**config.mk**
```make
export PLATFORM = sky130hd
export DESIGN_NAME = qr_mode_segmenter_unit
export DESIGN_NICKNAME = d
export VERILOG_FILES = /design/src/sv/qrms_pkg.sv /design/src/sv/qr_mode_segmenter_unit.sv
export SDC_FILE = /design/constraint.sdc
export NUM_CORES = 2
export LEC_CHECK = 0
export BUFFER_PORTS_ARGS = -buffer_cell sky130_fd_sc_hd__clkbuf_2
export CAP_MARGIN = 20
export CELL_PAD_IN_SITES_DETAIL_PLACEMENT = 0
export CELL_PAD_IN_SITES_GLOBAL_PLACEMENT = 1
export CORE_ASPECT_RATIO = 1.2
export CORE_MARGIN = 2
export CORE_UTILIZATION = 46
export DETAILED_ROUTE_END_ITERATION = 7
export GPL_TIMING_DRIVEN = 0
export HOLD_SLACK_MARGIN = 0.15
export MAX_ROUTING_LAYER = met4
export PLACE_DENSITY_LB_ADDON = 0.1
export SLEW_MARGIN = 20
export SYNTH_ARGS = -nofsm -noshare
export SYNTH_HDL_FRONTEND = slang
export SYNTH_SLANG_ARGS = --single-unit
```
**constraint.sdc**
```tcl
create_clock -name clk -period 7.4 [get_ports clk]
set_input_delay 1.11 -clock clk [delete_from_list [all_inputs] [get_ports clk]]
set_output_delay 1.11 -clock clk [all_outputs]
set_load 0.05 [all_outputs]
```
**src/sv/qrms_pkg.sv**
```systemverilog
`timescale 1ns / 1ps
`default_nettype none
// ----------------------------------------------------------------------------
// qrms_pkg: QR mode segmenter types and constants
// Mode codes, register indexes, result record and the per-segment cost helpers.
// ----------------------------------------------------------------------------
package qrms_pkg;

  localparam int CHAR_W  = 8;
  localparam int LEN_W   = 13;
  localparam int TOT_W   = 16;
  localparam int CFG_W   = 12;
  localparam int CFG_IDX_W = 3;

  // Streak counters saturate here.
  localparam int MAX_CHARS = 4096;
  localparam logic [LEN_W-1:0] RUN_CAP = LEN_W'(MAX_CHARS < 8191 ? MAX_CHARS : 8191);

  typedef enum logic [1:0] {
    MODE_NUM   = 2'd0,
    MODE_ALNUM = 2'd1,
    MODE_BYTE  = 2'd2
  } mode_t;

  typedef enum logic [CFG_IDX_W-1:0] {
    CFG_NUM_BEFORE_BYTE   = 3'd0,
    CFG_NUM_BEFORE_ALNUM  = 3'd1,
    CFG_ALNUM_BEFORE_BYTE = 3'd2,
    CFG_BYTE_TO_ALNUM     = 3'd3,
    CFG_BYTE_TO_NUM       = 3'd4,
    CFG_ALNUM_TO_NUM      = 3'd5
  } cfg_idx_t;

  // Version size classes for the character count field.
  typedef enum logic [1:0] {
    SIZE_SMALL  = 2'd0,
    SIZE_MEDIUM = 2'd1,
    SIZE_LARGE  = 2'd2
  } size_cls_t;

  typedef struct packed {
    mode_t            mode;
    logic [LEN_W-1:0] len;
  } seg_t;

  typedef struct packed {
    mode_t            mode;
    logic [LEN_W-1:0] len;
    logic [TOT_W-1:0] bits_small;
    logic [TOT_W-1:0] bits_medium;
    logic [TOT_W-1:0] bits_large;
    logic             final_flag;
  } res_t;

  function automatic mode_t classify(input logic [CHAR_W-1:0] c);
    mode_t m;
    if (c >= 8'h30 && c <= 8'h39) begin
      m = MODE_NUM;
    end else if (c >= 8'h41 && c <= 8'h5A) begin
      m = MODE_ALNUM;
    end else if (c == 8'h20 || c == 8'h24 || c == 8'h25 || c == 8'h2A || c == 8'h2B ||
                 c == 8'h2D || c == 8'h2E || c == 8'h2F || c == 8'h3A) begin
      m = MODE_ALNUM;
    end else begin
      m = MODE_BYTE;
    end
    return m;
  endfunction

  function automatic logic [LEN_W-1:0] sat_run(input logic [LEN_W:0] v);
    logic [LEN_W-1:0] r;
    if (v > {1'b0, RUN_CAP}) begin
      r = RUN_CAP;
    end else begin
      r = v[LEN_W-1:0];
    end
    return r;
  endfunction

  // Mode indicator plus data bits; len / 3 via reciprocal 10923 / 2^15.
  function automatic logic [TOT_W-1:0] seg_data_bits(input mode_t m,
                                                     input logic [LEN_W-1:0] len);
    logic [26:0]      prod;
    logic [11:0]      q;
    logic [LEN_W:0]   rem;
    logic [1:0]       r;
    logic [TOT_W-1:0] tail;
    logic [TOT_W-1:0] b;
    prod = 27'(len) * 27'(14'd10923);
    q    = prod[26:15];
    rem  = {1'b0, len} - ((LEN_W+1)'(q) * (LEN_W+1)'(3));
    r    = rem[1:0];
    tail = (r == 2'd1) ? 16'd4 : ((r == 2'd2) ? 16'd7 : 16'd0);
    case (m)
      MODE_NUM:   b = 16'd4 + (16'(q) * 16'd10) + tail;
      MODE_ALNUM: b = 16'd4 + (16'(len[LEN_W-1:1]) * 16'd11) + (len[0] ? 16'd6 : 16'd0);
      default:    b = 16'd4 + {len, 3'b000};
    endcase
    return b;
  endfunction

  function automatic logic [TOT_W-1:0] cc_bits(input mode_t m, input size_cls_t s);
    logic [4:0] v;
    case (m)
      MODE_NUM: begin
        case (s)
          SIZE_SMALL:  v = 5'd10;
          SIZE_MEDIUM: v = 5'd12;
          default:     v = 5'd14;
        endcase
      end
      MODE_ALNUM: begin
        case (s)
          SIZE_SMALL:  v = 5'd9;
          SIZE_MEDIUM: v = 5'd11;
          default:     v = 5'd13;
        endcase
      end
      default: begin
        case (s)
          SIZE_SMALL:  v = 5'd8;
          default:     v = 5'd16;
        endcase
      end
    endcase
    return TOT_W'(v);
  endfunction

endpackage
`default_nettype wire

```
**src/sv/qr_mode_segmenter_unit.sv**
```systemverilog
`timescale 1ns / 1ps
`default_nettype none
// ----------------------------------------------------------------------------
// qr_mode_segmenter_unit: QR mode segmentation of a byte stream
// Classes each byte, tracks the running mode and emits closed segments with
// running bit totals for the three version size classes.
// ----------------------------------------------------------------------------
// Feed one message byte per beat; the block accepts one byte every cycle while
// its four-entry result queue holds two results or fewer. Results pass the
// input, segment-list and segment-cost registers into the queue. A byte that
// both closes a segment by demotion and carries last_char yields two result
// beats, closed segment first, and the output port then sets the sustained
// rate. Mark the first byte of each message with first_char to clear the totals
// and start a fresh run; last_char flushes the open segment with final_flag
// set. Write configuration only while no bytes or results are in flight.
module qr_mode_segmenter_unit (
  input  wire                              clk,
  input  wire                              rst_n,
  // input byte channel
  input  wire                              in_valid,
  output logic                             in_ready,
  input  wire  [qrms_pkg::CHAR_W-1:0]      in_char_in,
  input  wire                              in_first_char,
  input  wire                              in_last_char,
  // result channel
  output logic                             out_valid,
  input  wire                              out_ready,
  output logic [1:0]                       out_seg_mode,
  output logic [qrms_pkg::LEN_W-1:0]       out_seg_len,
  output logic [qrms_pkg::TOT_W-1:0]       out_bits_small,
  output logic [qrms_pkg::TOT_W-1:0]       out_bits_medium,
  output logic [qrms_pkg::TOT_W-1:0]       out_bits_large,
  output logic                             out_final_flag,
  // configuration write channel
  input  wire                              cfg_valid,
  output logic                             cfg_ready,
  input  wire  [qrms_pkg::CFG_IDX_W-1:0]   cfg_index,
  input  wire  [qrms_pkg::CFG_W-1:0]       cfg_data
);
  import qrms_pkg::*;

  localparam int QDEPTH = 4;
  localparam int QCNT_W = $clog2(QDEPTH + 1);

  // ---------------------------------------------------------------- config
  logic [CFG_W-1:0] cfg_nbb_r, cfg_nba_r, cfg_abb_r, cfg_b2a_r, cfg_b2n_r, cfg_a2n_r;

  assign cfg_ready = 1'b1;

  always_ff @(posedge clk) begin
    if (!rst_n) begin
      cfg_nbb_r <= 12'd4;
      cfg_nba_r <= 12'd7;
      cfg_abb_r <= 12'd11;
      cfg_b2a_r <= 12'd11;
      cfg_b2n_r <= 12'd6;
      cfg_a2n_r <= 12'd13;
    end else if (cfg_valid && cfg_ready) begin
      // indexes past the list are dropped
      case (cfg_idx_t'(cfg_index))
        CFG_NUM_BEFORE_BYTE:   cfg_nbb_r <= cfg_data;
        CFG_NUM_BEFORE_ALNUM:  cfg_nba_r <= cfg_data;
        CFG_ALNUM_BEFORE_BYTE: cfg_abb_r <= cfg_data;
        CFG_BYTE_TO_ALNUM:     cfg_b2a_r <= cfg_data;
        CFG_BYTE_TO_NUM:       cfg_b2n_r <= cfg_data;
        CFG_ALNUM_TO_NUM:      cfg_a2n_r <= cfg_data;
        default: ;
      endcase
    end
  end

  // --------------------------------------------------------- pipeline flow
  // The whole pipe moves together; it holds when the result queue could not
  // absorb two more beats.
  logic [QCNT_W-1:0] q_cnt_r, q_cnt_nxt;
  logic              advance;

  assign advance  = (q_cnt_r <= QCNT_W'(QDEPTH - 2));
  assign in_ready = advance;

  // ------------------------------------------------- stage 1: input register
  logic              s1_vld_r;
  logic [CHAR_W-1:0] s1_char_r;
  logic              s1_first_r, s1_last_r;

  always_ff @(posedge clk) begin
    if (!rst_n) begin
      s1_vld_r <= 1'b0;
    end else if (advance) begin
      s1_vld_r <= in_valid;
    end
  end

  always_ff @(posedge clk) begin
    if (advance) begin
      s1_char_r  <= in_char_in;
      s1_first_r <= in_first_char;
      s1_last_r  <= in_last_char;
    end
  end

  // ------------------------------------------------ stage 1: mode tracking
  mode_t            mode_r, mode_nxt;
  logic [LEN_W-1:0] hit_r, hit_nxt;
  logic [LEN_W-1:0] miss_r, miss_nxt;

  mode_t            cls;
  logic [LEN_W-1:0] miss_inc;
  logic             promote, demote;
  logic             d_vld, l_vld;
  seg_t             d_seg, l_seg;

  always_comb begin
    cls      = classify(s1_char_r);
    miss_inc = sat_run({1'b0, miss_r} + 14'd1);
    promote  = 1'b0;
    demote   = 1'b0;
    mode_nxt = mode_r;
    hit_nxt  = hit_r;
    miss_nxt = miss_r;
    d_vld    = 1'b0;
    d_seg    = '{mode: mode_r, len: hit_r};

    if (s1_first_r) begin
      // start a fresh run; no switching judged
      mode_nxt = cls;
      hit_nxt  = 13'd1;
      miss_nxt = '0;
    end else if (cls == mode_r) begin
      // a match also absorbs the pending misses
      hit_nxt  = sat_run({1'b0, hit_r} + {1'b0, miss_r} + 14'd1);
      miss_nxt = '0;
    end else if (cls > mode_r) begin
      if (mode_r == MODE_NUM && cls == MODE_BYTE) begin
        promote = hit_r < {1'b0, cfg_nbb_r};
      end else if (mode_r == MODE_NUM && cls == MODE_ALNUM) begin
        promote = hit_r < {1'b0, cfg_nba_r};
      end else if (mode_r == MODE_ALNUM && cls == MODE_BYTE) begin
        promote = hit_r < {1'b0, cfg_abb_r};
      end
      if (promote) begin
        mode_nxt = cls;
        hit_nxt  = sat_run({1'b0, hit_r} + {1'b0, miss_inc});
        miss_nxt = '0;
      end else begin
        miss_nxt = miss_inc;
      end
    end else begin
      if (mode_r == MODE_BYTE && cls == MODE_ALNUM) begin
        demote = miss_inc >= {1'b0, cfg_b2a_r};
      end else if (mode_r == MODE_BYTE && cls == MODE_NUM) begin
        demote = miss_inc >= {1'b0, cfg_b2n_r};
      end else if (mode_r == MODE_ALNUM && cls == MODE_NUM) begin
        demote = miss_inc >= {1'b0, cfg_a2n_r};
      end
      if (demote) begin
        // close the running segment; the misses seed the new run
        d_vld    = 1'b1;
        mode_nxt = cls;
        hit_nxt  = miss_inc;
        miss_nxt = '0;
      end else begin
        miss_nxt = miss_inc;
      end
    end

    l_vld = s1_last_r;
    l_seg = '{mode: mode_nxt, len: hit_nxt};
  end

  always_ff @(posedge clk) begin
    if (!rst_n) begin
      mode_r <= MODE_NUM;
      hit_r  <= '0;
      miss_r <= '0;
    end else if (advance && s1_vld_r) begin
      mode_r <= mode_nxt;
      hit_r  <= hit_nxt;
      miss_r <= miss_nxt;
    end
  end

  // ------------------------------------------------- stage 2: segment list
  logic s2_vld_r, s2_d_vld_r, s2_l_vld_r;
  logic s2_first_r;
  seg_t s2_d_r, s2_l_r;

  always_ff @(posedge clk) begin
    if (!rst_n) begin
      s2_vld_r   <= 1'b0;
      s2_d_vld_r <= 1'b0;
      s2_l_vld_r <= 1'b0;
    end else if (advance) begin
      s2_vld_r   <= s1_vld_r;
      s2_d_vld_r <= s1_vld_r && d_vld;
      s2_l_vld_r <= s1_vld_r && l_vld;
    end
  end

  always_ff @(posedge clk) begin
    if (advance) begin
      s2_first_r <= s1_first_r;
      s2_d_r     <= d_seg;
      s2_l_r     <= l_seg;
    end
  end

  // ------------------------------------------------- stage 3: segment cost
  logic             s3_vld_r, s3_d_vld_r, s3_l_vld_r;
  logic             s3_first_r;
  seg_t             s3_d_r, s3_l_r;
  logic [TOT_W-1:0] s3_d_cost_r, s3_l_cost_r;

  always_ff @(posedge clk) begin
    if (!rst_n) begin
      s3_vld_r   <= 1'b0;
      s3_d_vld_r <= 1'b0;
      s3_l_vld_r <= 1'b0;
    end else if (advance) begin
      s3_vld_r   <= s2_vld_r;
      s3_d_vld_r <= s2_d_vld_r;
      s3_l_vld_r <= s2_l_vld_r;
    end
  end

  always_ff @(posedge clk) begin
    if (advance) begin
      s3_first_r  <= s2_first_r;
      s3_d_r      <= s2_d_r;
      s3_l_r      <= s2_l_r;
      s3_d_cost_r <= seg_data_bits(s2_d_r.mode, s2_d_r.len);
      s3_l_cost_r <= seg_data_bits(s2_l_r.mode, s2_l_r.len);
    end
  end

  // ----------------------------------------------- stage 3: running totals
  logic [TOT_W-1:0] tot_s_r, tot_m_r, tot_l_r;
  logic [TOT_W-1:0] t0_s, t0_m, t0_l;
  logic [TOT_W-1:0] td_s, td_m, td_l;
  logic [TOT_W-1:0] tl_s, tl_m, tl_l;
  res_t             res_d, res_l;

  always_comb begin
    // a first byte restarts the totals
    t0_s = s3_first_r ? '0 : tot_s_r;
    t0_m = s3_first_r ? '0 : tot_m_r;
    t0_l = s3_first_r ? '0 : tot_l_r;
    if (s3_d_vld_r) begin
      td_s = t0_s + s3_d_cost_r + cc_bits(s3_d_r.mode, SIZE_SMALL);
      td_m = t0_m + s3_d_cost_r + cc_bits(s3_d_r.mode, SIZE_MEDIUM);
      td_l = t0_l + s3_d_cost_r + cc_bits(s3_d_r.mode, SIZE_LARGE);
    end else begin
      td_s = t0_s;
      td_m = t0_m;
      td_l = t0_l;
    end
    tl_s = td_s + s3_l_cost_r + cc_bits(s3_l_r.mode, SIZE_SMALL);
    tl_m = td_m + s3_l_cost_r + cc_bits(s3_l_r.mode, SIZE_MEDIUM);
    tl_l = td_l + s3_l_cost_r + cc_bits(s3_l_r.mode, SIZE_LARGE);

    res_d = '{mode: s3_d_r.mode, len: s3_d_r.len, bits_small: td_s,
              bits_medium: td_m, bits_large: td_l, final_flag: 1'b0};
    res_l = '{mode: s3_l_r.mode, len: s3_l_r.len, bits_small: tl_s,
              bits_medium: tl_m, bits_large: tl_l, final_flag: 1'b1};
  end

  always_ff @(posedge clk) begin
    if (!rst_n) begin
      tot_s_r <= '0;
      tot_m_r <= '0;
      tot_l_r <= '0;
    end else if (advance && s3_vld_r) begin
      tot_s_r <= s3_l_vld_r ? tl_s : td_s;
      tot_m_r <= s3_l_vld_r ? tl_m : td_m;
      tot_l_r <= s3_l_vld_r ? tl_l : td_l;
    end
  end

  // ------------------------------------------------------- result queue
  // Shifting queue: the head sits in entry 0, new beats land behind the tail.
  res_t              q_r   [QDEPTH];
  res_t              q_nxt [QDEPTH];
  logic              pop, push0, push1;
  res_t              p0;
  logic [QCNT_W-1:0] base;

  assign out_valid = (q_cnt_r != '0);
  assign pop       = out_valid && out_ready;

  always_comb begin
    push0 = advance && s3_vld_r && (s3_d_vld_r || s3_l_vld_r);
    push1 = advance && s3_vld_r && s3_d_vld_r && s3_l_vld_r;
    p0    = s3_d_vld_r ? res_d : res_l;
    base  = q_cnt_r - QCNT_W'(pop);

    for (int i = 0; i < QDEPTH; i++) begin
      if (pop && i < QDEPTH - 1) begin
        q_nxt[i] = q_r[(i + 1) % QDEPTH];
      end else begin
        q_nxt[i] = q_r[i];
      end
    end
    for (int i = 0; i < QDEPTH; i++) begin
      if (push0 && QCNT_W'(i) == base) begin
        q_nxt[i] = p0;
      end
      if (push1 && QCNT_W'(i) == base + QCNT_W'(1)) begin
        q_nxt[i] = res_l;
      end
    end

    q_cnt_nxt = base + QCNT_W'(push0) + QCNT_W'(push1);
  end

  always_ff @(posedge clk) begin
    if (!rst_n) begin
      q_cnt_r <= '0;
    end else begin
      q_cnt_r <= q_cnt_nxt;
    end
  end

  always_ff @(posedge clk) begin
    for (int i = 0; i < QDEPTH; i++) begin
      q_r[i] <= q_nxt[i];
    end
  end

  assign out_seg_mode    = q_r[0].mode;
  assign out_seg_len     = q_r[0].len;
  assign out_bits_small  = q_r[0].bits_small;
  assign out_bits_medium = q_r[0].bits_medium;
  assign out_bits_large  = q_r[0].bits_large;
  assign out_final_flag  = q_r[0].final_flag;

endmodule
`default_nettype wire
```
# Word-level counts from Yosys, hierarchy flattened
# Memories as Yosys holds them, arrays and structs flattened.
# Cells that the tools add are included.
[totals]
reg_bits = 262
mem_bits_rw = 256
input_bits = 30
out_inout_bits = 67
word_cells = 248
mem_count = 1
[classes]
n_addsub = 32
multipliers = 8
magnitude_cmp = 15
n_eq_ne = 33
n_mux = 75
reduce_logical = 49
[mem_list]
columns = ["name", "words", "width", "rd", "rd_clocked_by_memory_dff", "wr", "line_no", "text"]
rows = [
  ["q_r", 4, 64, 4, 0, 4, "qr_mode_segmenter_unit.sv:281", "res_t q_r [QDEPTH];"],
]
[op_table]
columns = ["cell", "count"]
rows = [
  ["64-bit 2-to-1 mux", 12],
  ["13-bit 2-to-1 mux", 13],
  ["16-bit 2-to-1 mux", 9],
  ["16-bit adder", 6],
  ["16-bit by 5-bit adder with 16-bit output", 6],
  ["3-bit by 16-bit adder with 16-bit output (first input constant)", 6],
  ["8-bit by 6-bit == test with 1-bit output (second input constant)", 9],
  ["16-bit by 3-bit adder with 16-bit output", 4],
  ["16-bit one-hot mux with 2 select lines", 2],
  ["13-bit by 14-bit multiplier with 27-bit output (second input constant)", 2],
  ["14-bit by 13-bit greater-than comparator with 1-bit output (second input constant)", 3],
  ["5-bit one-hot mux with 2 select lines", 4],
  ["13-bit by 12-bit greater-or-equal comparator with 1-bit output", 3],
  ["13-bit by 12-bit < comparator with 1-bit output", 3],
  ["12-bit by 4-bit multiplier with 16-bit output (second input constant)", 2],
  ["12-bit by 3-bit multiplier with 15-bit output (second input constant)", 2],
  ["13-bit by 13-bit adder with 14-bit output", 2],
  ["1-bit logical AND", 24],
  ["12-bit by 2-bit multiplier with 2-bit output (second input constant)", 2],
  ["3-bit 2-to-1 mux", 6],
  ["2-bit by 1-bit == test with 1-bit output (second input constant)", 8],
  ["1-bit 2-to-1 mux", 16],
  ["2-bit 2-to-1 mux", 8],
  ["5-bit 2-to-1 mux", 3],
  ["25 further kinds", 57],
]

# Longest topological paths before layout
[logic_depth]
depth_word = 25
mapped_depth = 34

# Least setup slack after synthesis
# Ideal clock, no wire load.
[synth_path]
kind = "register to register"
start = "register s2_d_r[9] (netlist bit)"
end = "register s3_d_cost_r[14] (data pin)"
setup_time_ns = 0.158
arrival_ns = 7.431
t_required_ns = 7.242
slack_ns = -0.188
path_stages_with_launch = 30
period_less_slack_ns = 7.588
cell_sequence = "edfxtp_1 -> ha_1 -> inv_1 -> fa_1 -> fa_1 -> fa_1 -> fa_1 -> inv_1 -> ha_1 -> a21oi_1 -> o21ai_0 -> a21oi_1 -> o21bai_1 -> a21oi_1 -> nor2b_1 -> nor2_1 -> xor2_1 -> inv_1 -> ha_1 -> ha_1 -> fa_1 -> xor2_1 -> nand2_1 -> or3_1 -> a2111oi_0 -> and4bb_2 -> nand4b_1 -> xnor2_1 -> or4_1 -> o211ai_1"
[synth_via]
elab_chain_len = 8
word_cells_on_any_way = 15
[synth_lines]
columns = ["item", "line_no", "text"]
rows = [
  ["from (decl)", "qr_mode_segmenter_unit.sv:186", "seg_t s2_d_r, s2_l_r;"],
  ["from (signal assigned)", "qr_mode_segmenter_unit.sv:203", "s2_d_r <= d_seg;"],
  ["parallel branches: the longest is 7 deep, another holds 13-bit by 14-bit multiplier with 27-bit output", "--", ""],
  ["16-bit one-hot mux with 2 select lines (*)", "qrms_pkg.sv:94", "case (m)"],
  ["to (signal assigned)", "qr_mode_segmenter_unit.sv:231", "s3_d_cost_r <= seg_data_bits(s2_d_r.mode, s2_d_r.len);"],
  ["to (decl)", "qr_mode_segmenter_unit.sv:212", "logic [TOT_W-1:0] s3_d_cost_r, s3_l_cost_r;"],
]
# Every way passes the cells marked *.
# A chain may end at the register's enable or synchronous reset.

# Final worst setup path
[layout_path]
start = "register s2_d_r[11] (netlist bit)"
end = "register s3_d_cost_r[14] (data pin)"
# Same word-level chain as after synthesis.

==> flow_summary_export.csv <==
group,metric,value,unit
run_status,status,"finished, violations left",
run_status,violations,"negative setup slack",
global_routing,grt_overflow_total,0,
global_routing,grt_usage,0.3035,
setup_path,cp_num_buf_inv,4,
setup_path,slowest_delay,0.54,ns
placement,port_buffers,95,
sta,max_freq,133.3,MHz
finish,nNetsFinal,5579,
synth,netlist_instances,4599,
detailed_routing,first_pass_iters,5,
global_routing,antenna_found_initial,1,
placement,dpl_worst_slack,-1.270,ns
setup_path,cp-end-kind,"flop",
clock_tree,cts_buffers,59,
sta,report.final.setup_viol,4,
clock_tree,ctsHoldBuffers,0,
setup_path,cp.required,7.89,ns
global_routing,use_met3,0.02480,
worst_hold_path,min_path_type,"reg -> reg",
floorplanning,start_util,0.4622,
sta,skew,0.02031,ns
floorplanning,ios,97,
sta,grt_setup_unrepaired,"true",
global_routing,grt_pass1_wl,209.1,mm
setup_path,crit_top_cell,"fa_1",
finish,layout_common_cells,"nand2_1, ha_1, inv_1",
finish,final_common_cell,"nand2_1",
floorplanning,die_y,334.1,µm
sta,min_period,7.501,ns
synth,async_reset_ff_frac,0,
detailed_routing,drt_iter0_drc,2608,
detailed_routing,drc,0,
setup_path,slowest_stage,"fa_1",
placement,place.gp.congestion,0.9726,
detailed_routing,wl,138.5,mm
sta,slew_headroom,0.1779,
finish,final_area,48370,µm²
finish,post-route-util,0.5351,
clock_tree,clock_sinks,518,
clock_tree,clkTransAtPathRegs,0.07,ns
sta,layout_setup_ws,-0.1007,ns
global_routing,use_met1,0.3685,
flow_run,maxCapViolations,0,
global_routing,use_met2,0.5101,
synth,yosys_most_used_dff,"edfxtp_1",
setup_path,arrival,7.99,ns
synth,yosysUniqueCellTypes,96,
synth,synth_edf_count,356,
clock_tree,clock_tree.root_cell,"clkbuf_16",
sta,maxSlewViolCount,0,
clock_tree,htree_levels,2,
synth,synth-seq-area-share,0.3335,
floorplanning,coreArea,90380,µm²
synth,syn_area_per_cell,9.084,µm²
setup_path,startpoint_type,"flop",
synth,synth_area,41780,µm²
synth,synthesis.nets,5301,
detailed_routing,vias_per_cell,5.711,
synth,ys_ff_latch,518,
setup_path,worst-path-max-fanout,4,
sta,finalHoldViolCount,0,
detailed_routing,via_count,34810,
setup_path,crit_type,"reg -> reg",
sta,min_period_over_period,1.014,
floorplanning,fp-row-count,121,
global_routing,grt_max_degree,69,
setup_path,crit_family,"adder cells",
clock_tree,clock_path_buffers,3,
detailed_routing,wl_per_cell,22.72,µm
sta,tightestPinTransition,1.229,ns
global_routing,grt.busiest_layer,"met2",
synth,yosysWarnings,0,
placement,place_area,43910,µm²
placement,dp_hpwl,108.8,mm
global_routing,grt_pass1_vias,34080,
floorplanning,die_area,93250,µm²
detailed_routing,postRouteAntennaNets,0,
clock_tree,clk_latency,0.66,ns
finish,syn_to_final_growth,15.78,%
floorplanning,dieWidth,279.1,µm
sta,finalSetupTns,-0.2490,ns
clock_tree,cts_tree,"done",
finish,drive_gt1_frac,0.1175,
cell families after synthesis:
family	count (synthesis)	synth area share
AOI/OAI and AO/OA	1234	0.1878
xor gates and xnor gates	197	0.04130
adders and majority gates	672	0.2271
buffers and inverters	646	0.05951
DFF	518	0.3335
muxes	33	0.008266
other	1	0.00008977
and+or+nand+nor	1298	0.1423
state kept, by name, summed over array words and instances (netlist names), 16 cells and up:
register	count
q_r	256
tot_l_r	16
tot_s_r	16
s3_l_cost_r	16
tot_m_r	16
s3_d_cost_r	16
worst paths after layout:
kind	end	slack, ns	cells after the start	start
hold reg to reg	s3_first_r	0.42	0	s2_first_r
setup reg to reg	s3_d_cost_r[14]	-0.10	28	s2_d_r[11]
setup / recovery	s3_d_cost_r[14]	-0.10	28	s2_d_r[11]
hold / removal	s3_first_r	0.42	0	s2_first_r
worst reg2reg max path: cells and delay by family, from the launching register on:
| kind | cells | cell delay, ns |
|---|---|---|
| DFF | 1 | 0.53 |
| adders and majority gates | 7 | 2.96 |
| xor gates and xnor gates | 4 | 0.61 |
| AOI/OAI and AO/OA | 11 | 2.18 |
| and+or+nand+nor | 2 | 0.62 |
| buffers and inverters | 4 | 0.42 |
through the flow:
step | hold WS, ns | cells
2_1_floorplan | 0.4003 | 4599
6_report | 0.4188 | 6096
3_5_place_dp | 0.4045 | 5869
5_1_grt | 0.4351 | 6094
3_3_place_gp | 0.4016 | 5862
4_1_cts | 0.4184 | 6070
repair_timing:
| action | 4_1_cts | 5_1_grt |
|---|---|---|
| endpoints found under the hold margin | 0 | 0 |
| buffers inserted | 93 | 25 |
| pin swaps | 93 | 83 |
| resized for setup | 154 | 133 |
| setup endpoints to repair | 42 | 55 |
routing by layer:
metal  up-vias  routed length [µm]
met1     16520               57790
met5         -                   0
met2       994               66750
met3       302                5981
li1      16990                   -
met4         0                7981
layout make-up:
type | instances | area, µm²
antenna | 2 | 5.005
buffer | 197 | 804.5
clock buffer | 72 | 1545
clock inverter | 38 | 496.7
fill | 8315 | 42020
inverter | 449 | 1695
multi-input combinational | 3435 | 26870
sequential | 518 | 13930
tap | 1168 | 1461
timing repair buffer | 217 | 1553
synthesized netlist by cell type, drive strengths merged, types with 105 or more instances:
master,n,area (µm²)
dfxtp,162,3243
a21oi,301,1506
fa,144,2883
ha,528,6606
nor2,331,1245
edfxtp,356,10690
clkbuf,165,620.6
o211ai,120,905.9
o21ai,289,1446
nand2,497,1866
o22ai,135,844.6
nor3,105,530.5
inv,449,1685
Power is left out: the tool's default activity adds up to more than one toggle a clock period on the data nets, which glitch-free logic cannot reach.
